<file path="config.mk">
export PLATFORM = sky130hd
export DESIGN_NAME = plc_ctrl
export DESIGN_NICKNAME = d
export VERILOG_FILES = /design/src/hw/rtl/plc_pkg.sv /design/src/hw/rtl/plc_ctrl.sv
export SDC_FILE = /design/constraint.sdc
export NUM_CORES = 1
export LEC_CHECK = 0
export BUFFER_PORTS_ARGS = -buffer_cell sky130_fd_sc_hd__buf_2
export CORE_AREA = 4 4 41 43
export DETAILED_ROUTE_END_ITERATION = 8
export DIE_AREA = 0 0 45 47
export PLACE_DENSITY = 0.65
export SYNTH_ARGS = -nofsm -noshare
export SYNTH_HDL_FRONTEND = slang
export SYNTH_SLANG_ARGS = --single-unit
</file>
<file path="constraint.sdc">
create_clock -name clk -period 1.6 [get_ports clk]
set_input_delay 0.32 -clock clk [delete_from_list [all_inputs] [get_ports clk]]
set_output_delay 0.32 -clock clk [all_outputs]
set_load 0.01 [all_outputs]
</file>
<file path="src/hw/rtl/plc_pkg.sv">
package plc_pkg;

  localparam int KEY_W  = 128;
  localparam int HALF_W = 64;
  localparam int CNT_W  = 16;
  localparam int TRK_W  = 7;
  localparam int STS_W  = 2;

  localparam logic [CNT_W-1:0] MAX_RESET = 16'd16;

  localparam logic OP_OPEN  = 1'b0;
  localparam logic OP_CLOSE = 1'b1;

  typedef enum logic [STS_W-1:0] {
    ST_OK      = 2'd0,
    ST_LIMIT   = 2'd1,
    ST_FULL    = 2'd2,
    ST_UNKNOWN = 2'd3
  } plc_status_t;

  typedef struct packed {
    logic             valid;
    logic [CNT_W-1:0] count;
    logic [KEY_W-1:0] key;
  } plc_entry_t;

  typedef struct packed {
    logic load;
    logic clear;
    logic scan;
    logic commit;
  } plc_cmd_t;

endpackage

</file>
<file path="src/hw/rtl/plc_ctrl.sv">
module plc_ctrl import plc_pkg::*; #(
  parameter int TABLE_ENTRIES = 64,
  parameter int AW            = 6
) (
  input  logic          clk,
  input  logic          rst_n,
  input  logic          in_valid,
  output logic          in_ready,
  output logic          out_valid,
  input  logic          out_ready,
  output plc_cmd_t      cmd,
  output logic [AW-1:0] addr
);

  typedef enum logic [2:0] {
    S_CLEAR,
    S_IDLE,
    S_SCAN,
    S_DRAIN,
    S_COMMIT
  } state_t;

  state_t        state_r;
  logic [AW-1:0] idx_r;
  logic          out_valid_r;
  logic          last;
  logic          out_free;

  assign last     = (idx_r == AW'(TABLE_ENTRIES - 1));
  assign out_free = !out_valid_r || out_ready;

  always_comb begin
    cmd        = '0;
    cmd.load   = (state_r == S_IDLE) && in_valid;
    cmd.clear  = (state_r == S_CLEAR);
    cmd.scan   = (state_r == S_SCAN);
    cmd.commit = (state_r == S_COMMIT) && out_free;
  end

  always_ff @(posedge clk) begin
    if (!rst_n) begin
      state_r     <= S_CLEAR;
      idx_r       <= '0;
      out_valid_r <= 1'b0;
    end else begin
      if (cmd.commit) begin
        out_valid_r <= 1'b1;
      end else if (out_ready) begin
        out_valid_r <= 1'b0;
      end
      unique case (state_r)
        S_CLEAR: begin
          idx_r <= last ? '0 : idx_r + AW'(1);
          if (last) begin
            state_r <= S_IDLE;
          end
        end
        S_IDLE: begin
          idx_r <= '0;
          if (in_valid) begin
            state_r <= S_SCAN;
          end
        end
        S_SCAN: begin
          idx_r <= last ? '0 : idx_r + AW'(1);
          if (last) begin
            state_r <= S_DRAIN;
          end
        end
        S_DRAIN: begin
          state_r <= S_COMMIT;
        end
        S_COMMIT: begin
          if (out_free) begin
            state_r <= S_IDLE;
          end
        end
        default: begin
          state_r <= S_IDLE;
        end
      endcase
    end
  end

  assign in_ready  = (state_r == S_IDLE);
  assign out_valid = out_valid_r;
  assign addr      = idx_r;

  a_cmd_exclusive: assert property (@(posedge clk) disable iff (!rst_n)
    $onehot0({cmd.load, cmd.clear, cmd.scan, cmd.commit}))
    else $error("controller issued overlapping commands");

  a_load_starts_scan: assert property (@(posedge clk) disable iff (!rst_n)
    cmd.load |=> cmd.scan && idx_r == '0)
    else $error("scan did not start at entry zero after load");

  a_commit_no_overwrite: assert property (@(posedge clk) disable iff (!rst_n)
    cmd.commit |-> !(out_valid_r && !out_ready))
    else $error("result overwritten before it was taken");

  a_commit_shows_result: assert property (@(posedge clk) disable iff (!rst_n)
    cmd.commit |=> out_valid_r && state_r == S_IDLE)
    else $error("committed result not presented");

  a_scan_drains: assert property (@(posedge clk) disable iff (!rst_n)
    cmd.scan && last |=> state_r == S_DRAIN ##1 state_r == S_COMMIT)
    else $error("scan end not followed by drain and commit");

endmodule

</file>
Word-level counts from Yosys, hierarchy flattened
Index checks and enable logic that the tools add are counted.

Register bits after elaboration: 10. Bits in latches: 0. RAM bits: 0. ROM bits: 0. Bits of input ports: 4. Output and inout port bits: 12. Word-level logic and storage cells: 31. Memories: 0.

Add/subtract/negate cells: 1. $mul: 0. Div/mod/pow operators: 0. $lt $le $gt $ge: 0. Equality and inequality tests: 9. Shifts and indexed selects: 0. Multiplexer cells: 9. Bitwise logic cells: 0. Reductions and logical operators: 9.

Operators with widths (number): case mux 3 bit (5 select lines) (1); 2-to-1 mux 3 bit (4); case mux 6 bit (2 select lines) (1); adder 6 x 1 -> 6 bit (second input constant) (1); equality test 3 x 2 -> 1 bit (second input constant) (2); equality test 6 bit (second input constant) (1); 2-to-1 mux 6 bit (1); != test 2 x 1 -> 1 bit (second input constant) (2); != test 2 bit (second input constant) (2); AND reduction 4 bit (1); nonzero test 2 bit (2); equality test 3 x 1 -> 1 bit (second input constant) (1); equality test 3 bit (second input constant) (1); logical NOT 3 bit (1); logical AND 1 bit (2); 2-to-1 mux 1 bit (2); OR reduction 2 bit (1); logical NOT 1 bit (1); logical OR 1 bit (1).

Depth between registers and ports, before layout
Gate-level depths: netlist of the first run.

Word-level depth: 4. Mapped depth: 4. Mapped depth without buffers: 4.

Least setup slack after synthesis of the first run
No wires, ideal clock.

Path kind: register -> output. From: reg state_r[0]. To: out cmd[3] (netlist name). Data arrival time: 0.999 ns. Required time: 1.280 ns. Path slack: 0.281 ns. Cell stages (with the launch flop): 4. Path buffers: 1. Cell sequence: dfxtp_1 buf_6 nor3b_2 and2_1.

RTL lines: start, declared (RTL line plc_ctrl.sv:23) `state_t state_r;`; start signal, assigned (RTL line plc_ctrl.sv:42) `state_r <= S_CLEAR;`; start signal, assigned (RTL line plc_ctrl.sv:55) `state_r <= S_IDLE;`; start signal, assigned (RTL line plc_ctrl.sv:61) `state_r <= S_SCAN;`; end, declared (RTL line plc_ctrl.sv:11) `output plc_cmd_t cmd,`.

==> summary.txt, run 1 <==
Yosys
  • Synthesized cell area: 551 um2
  • Ys async rst share: 0%
  • Flops & latches, synth: 10
  • Synth top area share: 36.4%
  • Post-synth EDFFs: 0
  • Synth area leader: dfxtp_1
  • Area contributors post-synth: dfxtp_1 36%, a21oi_1 4.5%, nor3_1 4.5%, nor3b_2 4.5%, o21ai_1 3.6%
  • Yosys warns: 0
  • Mapped Cells: 64
  • Post-synthesis sequential area ratio: 36.4%
  • Syn nets: 69
  • Top FF cell, synth: dfxtp_1
  • Synthesized area per cell: 8.60 um2
  • Post-synth cell types: 30

Clocking
  • Clock tree buffer depth: 2
  • Skew-Pair Late Insertion Delay: 0.27 ns
  • TritonCTS clock tree: yes
  • Post-CTS setup buffer count: 0
  • Clock sinks: 10
  • Inserted Clock Buffers: 3
  • H-Tree Depth: 1
  • Root buffer cell: clkbuf_4
  • Clock-pin slew on the worst setup and hold paths: 0.07 ns

Finish
  • Non-Filler Cell Area, Final: 684 um2
  • Share of layout cells above drive strength 1: 36.6%
  • Final cell count without fillers: 97
  • Layout Utilization: 52.6%
  • Most common cell after layout, fill and taps aside: buf_2
  • Nets: 88
  • Layout area overhead: 24.3%
  • ANT cells: 0
  • Most frequent cells in the layout: 15 x buf_2, 7 x dfxtp_1, 5 x nor3_1, 5 x a21oi_1

Critical path
  • Critical path cell sequence: buf_4 > nor3b_2 > and2_1 > buf_2
  • CP max stage delay: 0.35 ns
  • Critical Path Sink Type: output port
  • Worst setup SP type: flop
  • Crit Path Category: flop to output port
  • Crit path max fanout: 7
  • Slowest stage cell on the critical path: dfxtp_2
  • Critical Path RT: 1.28 ns
  • Critical Path AT: 1.19 ns

Global routing
  • First-pass GRT wire length: 2.00 mm
  • Vias in the first global route: 462
  • Largest net degree at the start of global routing: 14
  • GR Overflow Total: 0
  • Initial antenna violation count: 0
  • Gr usage total: 13.2%

Floorplan
  • Core ar.: 1300 um2
  • Die area: 2120 um2
  • Die height: 47 um
  • Die Width: 45 um
  • Placement Rows: 13
  • Starting Density: 42.3%
  • I/O Pins: 16

Placed design
  • DP HPWL: 846 um
  • IO Port Bufs: 15
  • Post-placement cell count: 93
  • Pre-CTS setup slack: 0.176 ns
  • RePlAce Congestion: 0.798
  • Post-DP Area: 636 um2

Routing
  • First DRT Iteration DRCs: 11
  • # DRC: 0
  • Initial DRT Pass Iterations: 4
  • Vias/cell: 5.58
  • Wire per inst: 11.9 um
  • Vias post-DR: 541
  • Detail Route Antenna Nets: 0
  • Post-Route WL: 1.15 mm

Timing
  • Fin Setup TNS: 0 ns
  • Slew Limit Fails: 0
  • Max_slew headroom: 81.2%
  • Final worst setup slack: 0.0871 ns
  • Hold Vio Cnt, Final: 0
  • Setup violations, final: 0
  • Fin crit period: 1.51 ns
  • FMAX: 0.661 GHz
  • Slew @ Worst Pin: 0.281 ns
  • Clk_skew: 0.00286 ns
  • Unrepaired setup endpoints after global routing: false
  • Period utilisation layout: 94.6%

Power and ir drop
  • Maximum vdd drop: 0.378 mV
  • PD cells: 779 nW/um2
  • Leakage Power: 0.295 nW

Run
  • Max_cap viols: 0

Hold path
  • Hold Crit Class: input port to flop

Status
  • Status: finished, final reports clean
[Yosys cell counts (2+ instances only)]
master,number
nor2_1,2
dfxtp_1,10
nor2b_1,2
a21oi_1,5
a211oi_1,2
inv_1,3
and2_1,2
nor3b_2,2
o211ai_1,2
nor3_1,5
nand2_1,4
o21ai_1,4
nand3b_1,2
nand3_1,3
[cells by family after synthesis]
family | after synthesis | synth area share (%)
AO/OA/AOI/OAI | 17 | 19.5
XOR/XNOR | 1 | 1.59
adder cells (fa/ha/maj) | 1 | 2.27
buffers and inverters | 6 | 6.36
flip-flops | 10 | 36.4
multiplexers | 1 | 2.05
AND/OR/NAND/NOR | 28 | 31.8
[stage by stage]
step	total power, mW	hold slack (ns)
finish	0.533	0.308
global route	0.566	0.312
global placement	0.312	0.488
detailed placement	0.312	0.495
floorplan	0.292	0.451
CTS	0.539	0.305
[worst paths after layout]
check | cells after the start | slack, ns | from | end
hold / removal | 2 | 0.31 | rst_n | state_r[0]$_SDFFE_PN0P_
setup reg to reg | 4 | 0.29 | addr[1]$_SDFFE_PN0P_ | addr[4]$_SDFFE_PN0P_
hold reg to reg | 2 | 0.51 | addr[5]$_SDFFE_PN0P_ | addr[5]$_SDFFE_PN0P_
setup / recovery | 4 | 0.09 | state_r[2]$_SDFFE_PN0P_ | cmd[3]
[routing by layer]
| layer | up-vias | GRT usage, % | share of wire [%] |
|---|---|---|---|
| met2 | 22 | 17.5 | 41 |
| li1 | 266 | - | - |
| met1 | 248 | 17.9 | 49 |
| met3 | 5 | 2.68 | 7.4 |
| met5 | - | 0 | 0 |
| met4 | 0 | 11.7 | 2.9 |
[layout make-up]
type	instances	area, um2
flip-flops and latches	10	206
clock buffers	4	36.3
inverters	3	11.3
repair buffers	17	90.1
multi-input cells	48	322
fillers	140	617
well taps	15	18.8
[repair_timing]
| item | CTS | global route |
|---|---|---|
| setup endpoints to repair | 3 | 3 |
| hold buffers | 0 | 0 |
| resized for setup | 1 | 4 |
| pin swaps | 0 | 1 |
[sequential cells by signal, indices dropped and copies added, names as in the netlist]
signal and cells:
addr 6, state_r 3, out_valid 1
[worst max-delay path: cells and delay by family, from the launching register on]
| family | cells | cell delay (ns) |
|---|---|---|
| AND/OR/NAND/NOR | 2 | 0.30 |
| flip-flops | 1 | 0.35 |
| buffers and inverters | 2 | 0.28 |
[report_power, final]
group / total, mW / switching (mW) / internal, mW
sequential: 0.261 / 0.00754 / 0.254
combinational: 0.0435 / 0.0245 / 0.0190
clock: 0.229 / 0.0903 / 0.138
total: 0.533 / 0.122 / 0.411
Note: power is estimated with default switching activity, not from simulation.
==> inputs of run 2 (changes only) <==
--- a/config.mk
+++ b/config.mk
@@ -9,6 +9,7 @@
 export CORE_AREA = 4 4 41 43
 export DETAILED_ROUTE_END_ITERATION = 8
 export DIE_AREA = 0 0 45 47
+export GPL_TIMING_DRIVEN = 0
 export PLACE_DENSITY = 0.65
 export SYNTH_ARGS = -nofsm -noshare
 export SYNTH_HDL_FRONTEND = slang
==> summary.txt, run 2 (synthesized netlist as in run 1, its figures left out) <==
Critical path
  • CP max stage delay: 0.36 ns (about the same)
  • Delay-heaviest family, CP: flip-flops
  • Critical R2R Capture: addr[4]$_SDFFE_PN0P_
  • R2R cell count: 4 (unchanged)
  • Crit path max fanout: 7 (unchanged)
  • Buffers & Inverters on Critical Path: 2 (unchanged)
  • Crit Path Category: flop to output port
  • Critical R2R Launch: addr[0]$_SDFFE_PN0P_
  • Worst setup SP type: flop
  • Slowest stage cell on the critical path: dfxtp_4
  • Critical path cell sequence: buf_8 > nor3b_4 > nor2b_1 > buf_2
  • Critical Path Sink Type: output port
  • Worst reg2reg setup slack: 0.28 ns (about the same)
  • Critical Path AT: 1.22 ns (+0.03 ns)
  • Critical Path RT: 1.28 ns (about the same)

Global routing
  • GR Overflow Total: 0 (unchanged)
  • Initial antenna violation count: 0 (unchanged)
  • Largest net degree at the start of global routing: 11 (-3)
  • First-pass GRT wire length: 1.96 mm (-2.1%)
  • Gr usage total: 12.9% (-0.39 points)
  • Vias in the first global route: 452 (-2.2%)

Power and ir drop
  • PD cells: 734 nW/um2 (-5.7%)
  • Leakage Power: 0.318 nW (+7.8%)
  • Total power: 0.526 mW (-1.2%)
  • Maximum vdd drop: 0.467 mV (+24%)

Run
  • Max_cap viols: 0 (unchanged)

Timing
  • Period utilisation layout: 96.5% (+1.9 points)
  • Fin Hold WS: 0.312 ns (+0.00426 ns)
  • Fin crit period: 1.54 ns (+0.0304 ns)
  • Max_slew headroom: 81.5% (+0.30 points)
  • Unrepaired setup endpoints after global routing: true
  • FMAX: 0.648 GHz (-2.0%)
  • Slew Limit Fails: 0 (unchanged)
  • Setup violations, final: 0 (unchanged)
  • Hold Vio Cnt, Final: 0 (unchanged)
  • Slew @ Worst Pin: 0.276 ns (-0.00451 ns)
  • Clk_skew: 0.00153 ns (-0.00133 ns)

Hold path
  • Hold Path Stages: 2 (unchanged)
  • Hold Crit Class: input port to flop
  • HP Start: rst_n
  • Hold path endpoint: state_r[0]$_SDFFE_PN0P_

Clocking
  • Clock sinks: 10 (unchanged)
  • Clock-pin slew on the worst setup and hold paths: 0.07 ns (about the same)
  • H-Tree Depth: 1 (unchanged)
  • Hold buffer count at CTS: 0 (unchanged)
  • Skew-Pair Late Insertion Delay: 0.26 ns (about the same)
  • TritonCTS clock tree: yes
  • Clock tree buffer depth: 2 (unchanged)
  • Root buffer cell: clkbuf_4
  • Inserted Clock Buffers: 3 (unchanged)

Floorplan
  • Die height: 47 um (unchanged)
  • Core ar.: 1300 um2 (unchanged)
  • I/O Pins: 16 (unchanged)
  • Starting Density: 42.3% (unchanged)
  • Placement Rows: 13 (unchanged)
  • Die Width: 45 um (unchanged)
  • Die area: 2120 um2 (unchanged)

Routing
  • Routed metal-1 wirelength: 613 um (+9.3%)
  • DR WL met3: 65 um (-24%)
  • Top Layer Used: met4
  • Post-Route WL: 1.21 mm (+5.1%)
  • Vias/cell: 5.20 (-6.8%)
  • Wire per inst: 12.0 um (+0.96%)
  • Wire length on met2: 497 um (+5.7%)
  • First DRT Iteration DRCs: 9 (-2)
  • Initial DRT Pass Iterations: 3 (-1)
  • Vias post-DR: 525 (-3.0%)
  • Detail Route Antenna Nets: 0 (unchanged)
  • # DRC: 0 (unchanged)

Finish
  • Share of layout cells above drive strength 1: 37.2% (+0.62 points)
  • Nets: 92 (+4.5%)
  • Non-Filler Cell Area, Final: 717 um2 (+4.8%)
  • Max reg flops: 6 (unchanged)
  • Layout Utilization: 55.1% (+2.5 points)
  • Most common cell after layout, fill and taps aside: buf_2
  • Most frequent cells in the layout: 16 x buf_2, 9 x dfxtp_1, 5 x nor3_1, 5 x a21oi_1
  • ANT cells: 0 (unchanged)
  • Layout area overhead: 30.2%

Placed design
  • IO Port Bufs: 15 (unchanged)
  • DP HPWL: 879 um (+4.0%)
  • RePlAce Congestion: 0.834 (+4.5%)
  • Post-DP Area: 644 um2 (+1.4%)

Status
  • Status: finished, final reports clean
-- run 2: layout make-up --
class,count,area (um2)
fillers,127,584
multi-input cells,48,322
flip-flops and latches,10,204
repair buffers,18,97.6
clock buffers,4,36.3
plain buffers,3,27.5
well taps,15,18.8
inverters,3,11.3
-- run 2: through the flow --
step                cells  setup WS (ns)  TNS (ns)
CTS                    98         0.0243         0
detailed placement     94          0.276         0
global placement       94          0.298         0
global route          101        -0.0126   -0.0126
floorplan              64          0.281         0
finish                101         0.0567         0
-- run 2: report_power, final --
part	internal, mW	switching [mW]	total [mW]	leakage, nW
clock	0.138	0.0870	0.225	0.0210
combinational	0.0167	0.0208	0.0375	0.215
sequential	0.254	0.0103	0.264	0.0820
-- run 2: how the worst max path moves through the flow --
stage	cells past startpoint	from	to	slack, ns
global route	4	state_r[0]$_SDFFE_PN0P_	cmd[0]	-0.01
detailed placement	4	state_r[0]$_SDFFE_PN0P_	cmd[3]	0.28
floorplan	3	state_r[0]$_SDFFE_PN0P_	cmd[3]	0.28
finish	4	state_r[0]$_SDFFE_PN0P_	cmd[0]	0.06
global placement	4	addr[0]$_SDFFE_PN0P_	addr[4]$_SDFFE_PN0P_	0.30
CTS	4	state_r[0]$_SDFFE_PN0P_	cmd[0]	0.02
-- run 2: repair_timing --
item                       CTS  global route
setup endpoints to repair    2             2
resized for setup            2             2
pin swaps                    0             1
setup buffers                0             3
-- run 2: routing by layer --
layer  vias up  global-route usage [%]
li1        276                       -
met1       231                    16.4
met2        13                    18.9
met3         5                    2.30
met4         0                    10.5
met5         -                       0
